File: config.mk
export PLATFORM = sky130hd
export DESIGN_NAME = sample_block_statistics_top
export DESIGN_NICKNAME = d
export VERILOG_FILES = /design/src/rtl/sbs_pkg.sv /design/src/rtl/sample_block_statistics_top.sv
export SDC_FILE = /design/constraint.sdc
export NUM_CORES = 1
export LEC_CHECK = 0
export BUFFER_PORTS_ARGS = -buffer_cell sky130_fd_sc_hd__buf_2
export CAP_MARGIN = 30
export CORE_UTILIZATION = 30
export DETAILED_ROUTE_END_ITERATION = 6
export SYNTH_ARGS = -nofsm -noshare
export SYNTH_HDL_FRONTEND = slang
export SYNTH_SLANG_ARGS = --single-unit
export TNS_END_PERCENT = 50
File: constraint.sdc
create_clock -name clk_i -period 6.5 [get_ports clk_i]
set_clock_uncertainty 0.15 [all_clocks]
set_input_delay 1.3 -clock clk_i [delete_from_list [all_inputs] [get_ports clk_i]]
set_output_delay 1.3 -clock clk_i [all_outputs]
set_load 0.005 [all_outputs]
File: src/rtl/sbs_pkg.sv
// Shared types and constants for the sample block statistics unit.
`timescale 1ns / 1ps

package sbs_pkg;

  localparam int unsigned SampleW = 16;

  typedef logic signed [SampleW-1:0] sample_t;

  // Sequencer states, one-hot
  typedef enum logic [5:0] {
    ST_IDLE   = 6'b000001,
    ST_SHIFT  = 6'b000010,
    ST_PLACE  = 6'b000100,
    ST_FETCH  = 6'b001000,
    ST_MEDIAN = 6'b010000,
    ST_DIV    = 6'b100000
  } state_e;

endpackage

File: src/rtl/sample_block_statistics_top.sv
// Block min/max/mean/median of Q8.8 samples: insertion sort in RAM, reciprocal-multiply mean.
//
//   channel  | handshake                       | payload
//   ---------+---------------------------------+---------------------------------------
//   sample   | sample_valid_i / sample_ready_o | sample_i
//   result   | result_valid_o / result_ready_i | max_temp_o min_temp_o mean_temp_o
//            |                                 | median_temp_o
//
// A sample is insertion-sorted into the sample RAM, one entry moved per cycle over its single
// read and write port. The batch's last sample adds RAM reads of max, min and both middle
// entries, a median step and a mean step that multiplies by the reciprocal of BLOCK_SIZE.
// rst_ni clears the fill count, the sum and both handshakes; the RAM needs no clear.
// A result waits in the output register while the next batch loads; if it is still
// there when the following batch completes, the sequencer stalls until it is taken.
`timescale 1ns / 1ps

module sample_block_statistics_top #(
  parameter int unsigned BLOCK_SIZE = 16
) (
  input  logic             clk_i,
  input  logic             rst_ni,
  input  logic             sample_valid_i,
  output logic             sample_ready_o,
  input  sbs_pkg::sample_t sample_i,
  output logic             result_valid_o,
  input  logic             result_ready_i,
  output sbs_pkg::sample_t max_temp_o,
  output sbs_pkg::sample_t min_temp_o,
  output sbs_pkg::sample_t mean_temp_o,
  output sbs_pkg::sample_t median_temp_o
);

  import sbs_pkg::*;

  localparam int unsigned AW     = (BLOCK_SIZE > 1) ? $clog2(BLOCK_SIZE) : 1;
  localparam int unsigned CNT_W  = $clog2(BLOCK_SIZE + 1);
  // biased sum (each sample offset by half scale) stays below BLOCK_SIZE * 2^16
  localparam int unsigned SUM_W  = SampleW + $clog2(BLOCK_SIZE + 1);
  // floor(n / BLOCK_SIZE) == (n * RecMul) >> RecShift for every n below 2^SUM_W
  localparam int unsigned RecShift = SUM_W + $clog2(BLOCK_SIZE);
  localparam int unsigned MUL_W    = SUM_W + 2;
  localparam int unsigned PROD_W   = SUM_W + MUL_W;

  localparam logic [AW-1:0]    IdxMax  = AW'(BLOCK_SIZE - 1);
  localparam logic [AW-1:0]    IdxMin  = '0;
  localparam logic [AW-1:0]    IdxLo   = AW'((BLOCK_SIZE - 1) / 2);
  localparam logic [AW-1:0]    IdxHi   = AW'(BLOCK_SIZE / 2);
  localparam logic [CNT_W-1:0] LastCnt = CNT_W'(BLOCK_SIZE - 1);
  localparam logic [MUL_W-1:0] RecMul  =
      MUL_W'(((64'd1 << RecShift) + 64'(BLOCK_SIZE) - 64'd1) / 64'(BLOCK_SIZE));

  state_e state_q, state_d;

  logic [CNT_W-1:0]  fill_q, fill_d;
  logic [SUM_W-1:0]  sum_q, sum_d;
  logic [AW-1:0]     pos_q, pos_d;
  logic [2:0]        step_q, step_d;
  logic              out_valid_q, out_valid_d;

  sample_t          x_q, x_d;
  sample_t          max_q, max_d;
  sample_t          min_q, min_d;
  sample_t          lo_q, lo_d;
  sample_t          med_q, med_d;
  logic [SUM_W-1:0] dvd_q, dvd_d;
  sample_t          max_out_q, max_out_d;
  sample_t          min_out_q, min_out_d;
  sample_t          mean_out_q, mean_out_d;
  sample_t          med_out_q, med_out_d;

  // sample RAM
  sample_t         mem_q [BLOCK_SIZE];
  sample_t         rd_q;
  logic            mem_we;
  logic [AW-1:0]   mem_wa;
  sample_t         mem_wd;
  logic [AW-1:0]   mem_ra;

  logic               accept;
  logic [PROD_W-1:0]  mean_prod;
  logic [SampleW-1:0] mean_quo;
  logic [SampleW:0]   pair_sum;

  assign accept         = sample_valid_i && sample_ready_o;
  assign sample_ready_o = (state_q == ST_IDLE);
  assign result_valid_o = out_valid_q;
  assign max_temp_o     = max_out_q;
  assign min_temp_o     = min_out_q;
  assign mean_temp_o    = mean_out_q;
  assign median_temp_o  = med_out_q;

  assign mean_prod = PROD_W'(dvd_q) * PROD_W'(RecMul);
  assign mean_quo  = mean_prod[RecShift +: SampleW];
  assign pair_sum  = {lo_q[SampleW-1], lo_q} + {rd_q[SampleW-1], rd_q};

  always_comb begin
    state_d     = state_q;
    fill_d      = fill_q;
    sum_d       = sum_q;
    pos_d       = pos_q;
    step_d      = step_q;
    out_valid_d = out_valid_q;
    x_d         = x_q;
    max_d       = max_q;
    min_d       = min_q;
    lo_d        = lo_q;
    med_d       = med_q;
    dvd_d       = dvd_q;
    max_out_d   = max_out_q;
    min_out_d   = min_out_q;
    mean_out_d  = mean_out_q;
    med_out_d   = med_out_q;
    mem_we      = 1'b0;
    mem_wa      = pos_q;
    mem_wd      = x_q;
    mem_ra      = pos_q - AW'(1);

    if (out_valid_q && result_ready_i) begin
      out_valid_d = 1'b0;
    end

    case (state_q)
      ST_IDLE: begin
        if (accept) begin
          x_d   = sample_i;
          // offset binary: sample + half scale, so the sum stays unsigned
          sum_d = sum_q + SUM_W'({~sample_i[SampleW-1], sample_i[SampleW-2:0]});
          pos_d = fill_q[AW-1:0];
          if (fill_q == '0) begin
            state_d = ST_PLACE;
          end else begin
            mem_ra  = fill_q[AW-1:0] - AW'(1);
            state_d = ST_SHIFT;
          end
        end
      end
      ST_SHIFT: begin
        // rd_q holds entry pos-1 of the sorted prefix
        mem_we = 1'b1;
        if (rd_q > x_q) begin
          mem_wd = rd_q;
          pos_d  = pos_q - AW'(1);
          mem_ra = pos_q - AW'(2);
          if (pos_q == AW'(1)) begin
            state_d = ST_PLACE;
          end
        end else begin
          mem_wd = x_q;
          if (fill_q == LastCnt) begin
            fill_d  = '0;
            step_d  = '0;
            state_d = ST_FETCH;
          end else begin
            fill_d  = fill_q + CNT_W'(1);
            state_d = ST_IDLE;
          end
        end
      end
      ST_PLACE: begin
        mem_we = 1'b1;
        mem_wd = x_q;
        if (fill_q == LastCnt) begin
          fill_d  = '0;
          step_d  = '0;
          state_d = ST_FETCH;
        end else begin
          fill_d  = fill_q + CNT_W'(1);
          state_d = ST_IDLE;
        end
      end
      ST_FETCH: begin
        // read max, min, lower and upper middle; each word lands in the next cycle
        case (step_q)
          3'd0:    mem_ra = IdxMax;
          3'd1:    mem_ra = IdxMin;
          3'd2:    mem_ra = IdxLo;
          default: mem_ra = IdxHi;
        endcase
        case (step_q)
          3'd1:    max_d = rd_q;
          3'd2:    min_d = rd_q;
          default: lo_d  = (step_q == 3'd3) ? rd_q : lo_q;
        endcase
        step_d = step_q + 3'd1;
        if (step_q == 3'd3) begin
          state_d = ST_MEDIAN;
        end
      end
      ST_MEDIAN: begin
        // odd sizes read the centre twice, so the floored average is exact
        med_d   = pair_sum[SampleW:1];
        dvd_d   = sum_q;
        sum_d   = '0;
        state_d = ST_DIV;
      end
      ST_DIV: begin
        if (!out_valid_q || result_ready_i) begin
          out_valid_d = 1'b1;
          max_out_d   = max_q;
          min_out_d   = min_q;
          // undo the half-scale bias folded into the quotient
          mean_out_d  = {~mean_quo[SampleW-1], mean_quo[SampleW-2:0]};
          med_out_d   = med_q;
          state_d     = ST_IDLE;
        end
      end
      default: begin
        state_d = ST_IDLE;
      end
    endcase
  end

  always_ff @(posedge clk_i or negedge rst_ni) begin
    if (!rst_ni) begin
      state_q     <= ST_IDLE;
      fill_q      <= '0;
      sum_q       <= '0;
      pos_q       <= '0;
      step_q      <= '0;
      out_valid_q <= 1'b0;
    end else begin
      state_q     <= state_d;
      fill_q      <= fill_d;
      sum_q       <= sum_d;
      pos_q       <= pos_d;
      step_q      <= step_d;
      out_valid_q <= out_valid_d;
    end
  end

  always_ff @(posedge clk_i) begin
    x_q        <= x_d;
    max_q      <= max_d;
    min_q      <= min_d;
    lo_q       <= lo_d;
    med_q      <= med_d;
    dvd_q      <= dvd_d;
    max_out_q  <= max_out_d;
    min_out_q  <= min_out_d;
    mean_out_q <= mean_out_d;
    med_out_q  <= med_out_d;
  end

  always_ff @(posedge clk_i) begin
    if (mem_we) begin
      mem_q[mem_wa] <= mem_wd;
    end
    rd_q <= mem_q[mem_ra];
  end

endmodule

==> impl_metrics.py <==
metrics = {
    "synth": {
        "synth.cell_area_um2": 19710,
        "synthArstFlopShare_pct": 8.280,
        "ys_ff_latch": 471,
        "synth_flop_cell": "edfxtp_1",
        "syn_avg_cell_area_um2": 15.55,
        "ys_types": 60,
        "synth_fp_nets": 1351,
        "ys_seq_area_share_pct": 69.96,
        "synth_edf_count": 416,
        "synthesis.instances": 1268,
        "ys_warn_count": 0,
    },
    "clock_network": {
        "htreeDepth": 2,
        "clk_pin_slew_ps": 60,
        "cts_made_buffers": 49,
        "clk_latency_ps": 580,
        "cts_tree": "built",
        "cts_max_path_buffers": 3,
        "cts-root-buf": "clkbuf_16",
        "post_cts_buffers": 0,
        "cts_hold_buf": 0,
        "clock-sinks": 471,
        "cts-resized-gates": 0,
    },
    "global_route": {
        "first_global_vias": 10735,
        "grt_use_total_pct": 12.39,
        "antenna_found_initial": 2,
        "grt_max_degree": 65,
        "grt_remaining_overflow": 0,
        "grt_pass1_wl_um": 63120,
    },
    "detailed_routing": {
        "avgViaCountPerCell": 4.607,
        "routed_wl_um": 41280,
        "dr.pass1.iters": 5,
        "drt_iter0_drc": 629,
        "drc_errors": 0,
        "ant_nets": 0,
        "wire_per_inst_um": 17.92,
        "vias": 10609,
    },
    "final_layout": {
        "antennaDiodeCount": 0,
        "drive_above_1_share_pct": 16.92,
        "synthToLayoutAreaGrowth_pct": 17.21,
        "fin_nets": 1492,
        "layout.cells.non_filler": 2303,
    },
    "pwr": {
        "vdd_drop_max_uv": 401.3,
        "power_density_nw_per_um2": 535.1,
        "leakage_nw": 8.787,
    },
    "min_path": {
        "hold_start": "med_q[14]$_DFFE_PP_",
        "hold_class": "register to register",
        "whs_path_depth": 0,
    },
    "place": {
        "routabilityCongestion": 0.8273,
        "post-place-ws_ps": 2134,
        "dp.cells": 2212,
        "dp.final_hpwl_um": 25430,
        "io_buffers": 85,
    },
    "worst_setup_path": {
        "reg2regPathDepth": 14,
        "r2r-start": "rd_q[8]$_DFF_P_",
        "cp.required_ps": 6780,
        "cp.arrival_ps": 4720,
        "cp-end-kind": "register",
        "cp_max_fo": 21,
        "start_kind": "register",
        "critPathLaunch": "rd_q[8]$_DFF_P_",
        "timing_worst_setup_path_type": "register to register",
    },
    "floorplan": {
        "rows": 93,
        "design.die.area_um2": 66730,
        "ios": 86,
        "die_w_um": 258.3,
        "core-area_um2": 64700,
        "die_h_um": 258.3,
        "floorplan.initialDensity_pct": 30.47,
    },
    "timing": {
        "period_share_pct": 68.24,
        "setup_violations": 0,
        "drv_slew": 0,
        "max_slew.worst_pin.slew_ps": 963.0,
        "final.setup.tns_ps": 0,
        "relSlewSlack_pct": 35.66,
        "setup_ws_ps": 2064,
        "finalHoldViolCount": 0,
        "fmax_mhz": 225.4,
        "period_needed_ps": 4436,
        "grt_setup_unrepaired": "false",
    },
    "run": {
        "maxCapViolations": 0,
    },
    "run_status": {
        "status": "complete, no violations",
    },
}
cell usage after synthesis (4+ instances only):
library cell / count / area, um2
a211oi_1: 4 / 30.03
a21o_1: 4 / 30.03
a21oi_1: 32 / 160.2
and3_1: 6 / 37.54
buf_2: 11 / 55.05
buf_6: 15 / 168.9
clkbuf_1: 16 / 60.06
dfrtp_1: 38 / 950.9
dfxtp_1: 16 / 320.3
edfxtp_1: 416 / 12490
ha_1: 61 / 763.2
inv_1: 57 / 214.0
mux2i_1: 242 / 2422
nand2_1: 57 / 214.0
nand2b_1: 7 / 43.79
nand3_1: 28 / 140.1
nor2_1: 56 / 210.2
nor2b_1: 10 / 62.56
nor3_1: 17 / 85.08
o211ai_1: 5 / 37.54
o21ai_0: 70 / 350.3
o22ai_1: 4 / 25.02
or3_1: 5 / 31.28
xnor2_1: 24 / 210.2
xor2_1: 7 / 61.31
metrics by stage:
stage | utilization [%] | instance area (um2) | hold slack [ps] | power [W]
floorplan | - | 19710 | 250.3 | 0.008417
finish | 35.71 | 23100 | 267.5 | 0.01236
detailed placement | 33.13 | 21430 | 254.5 | 0.009626
CTS | 35.68 | 23080 | 268.6 | 0.01249
global placement | 33.08 | 21400 | 250.5 | 0.009509
global route | 35.71 | 23100 | 271.8 | 0.01307
final timing paths:
check / end / slack [ps]
worst max-delay path: rd_q[14]$_DFF_P_ / 2060
worst min-delay path: median_temp_o[14]$_DFFE_PP_ / 270
worst max register to register: rd_q[14]$_DFF_P_ / 2060
worst min register to register: median_temp_o[14]$_DFFE_PP_ / 270
max in group asynchronous: sum_q[14]$_DFFE_PN0P_ / 5310
min in group asynchronous: state_q[1]$_DFFE_PN0P_ / 440
area by class of cell:
cell class / instances / area, um2
well taps: 855 / 1070
inverters: 57 / 214.0
fillers: 6155 / 41590
repair buffers: 136 / 863.3
multi-input cells: 694 / 5518
flip-flops and latches: 471 / 13790
clock buffers: 65 / 1348
clock inverters: 25 / 302.8
critical path: stages (launching register included):
cell and delay, ps:
dfxtp_1 710, ha_1 240, nand4_1 90, nor2_1 170, o21ai_0 170, a311oi_1 290, o21ai_0 160, buf_4 210
o21a_1 210, a21oi_4 760, buf_4 450, mux2i_1 230, mux2i_1 90, mux2i_1 190, mux2i_1 130
power breakdown:
group	switching [W]	internal (W)
Combinational	0.00299	0.00238
Sequential	0.000321	0.00385
Clock	0.00112	0.00170
registers in the layout, summed over array words and instances (netlist names):
| signal | flops |
|---|---|
| lo_q | 16 |
| sum_q | 20 |
| state_q | 6 |
| dvd_q | 16 |
| fill_q | 5 |
| result_valid_o | 1 |
| mean_temp_o | 16 |
| mem_wa | 4 |
| med_q | 16 |
| x_q | 16 |
| min_temp_o | 16 |
| mem_q | 256 |
| rd_q | 16 |
| max_q | 16 |
| max_temp_o | 16 |
| median_temp_o | 16 |
| step_q | 3 |
| min_q | 16 |
layer usage:
| layer | vias to the layer above | share of wire (%) | track usage (%) |
|---|---|---|---|
| met2 | 242 | 49 | 21.12 |
| met4 | 0 | 1.9 | 3.583 |
| met5 | - | 0 | 0 |
| li1 | 5057 | - | - |
| met1 | 5257 | 45 | 16.34 |
| met3 | 53 | 4.9 | 1.790 |
kinds of logic after synthesis:
kind of cell	Yosys count	synth area share, %
adder cells (fa/ha/maj)	63	4.075
AND/OR/NAND/NOR	200	4.697
XOR/XNOR	31	1.377
AO/OA/AOI/OAI	156	4.831
multiplexers	244	12.40
buffers and inverters	103	2.660
flip-flops	471	69.96
placed cells by master (no fill, tap or decap), drive strengths merged, types with 3 or more instances in the layout:
cell type | synthesis | layout
edfxtp | 416 | 416
mux2i | 242 | 242
buf | 30 | 136
o21ai | 73 | 73
clkbuf | 16 | 65
ha | 61 | 61
inv | 57 | 60
nand2 | 57 | 57
nor2 | 57 | 57
dfrtp | 38 | 38
a21oi | 32 | 32
nand3 | 28 | 28
xnor2 | 24 | 24
nor3 | 17 | 17
dfxtp | 16 | 16
clkinv | 0 | 14
nor2b | 10 | 10
nand2b | 7 | 7
xor2 | 7 | 7
and3 | 6 | 6
bufinv | 0 | 6
or3 | 5 | 5
o211ai | 5 | 5
a211oi | 5 | 5
o22ai | 4 | 4
a21o | 4 | 4
o31ai | 4 | 4
a21boi | 3 | 3
o41ai | 3 | 3
a31oi | 3 | 3
o21a | 3 | 3
nand4 | 3 | 3
nor3b | 3 | 3
Note: power is estimated with default switching activity, not from simulation.
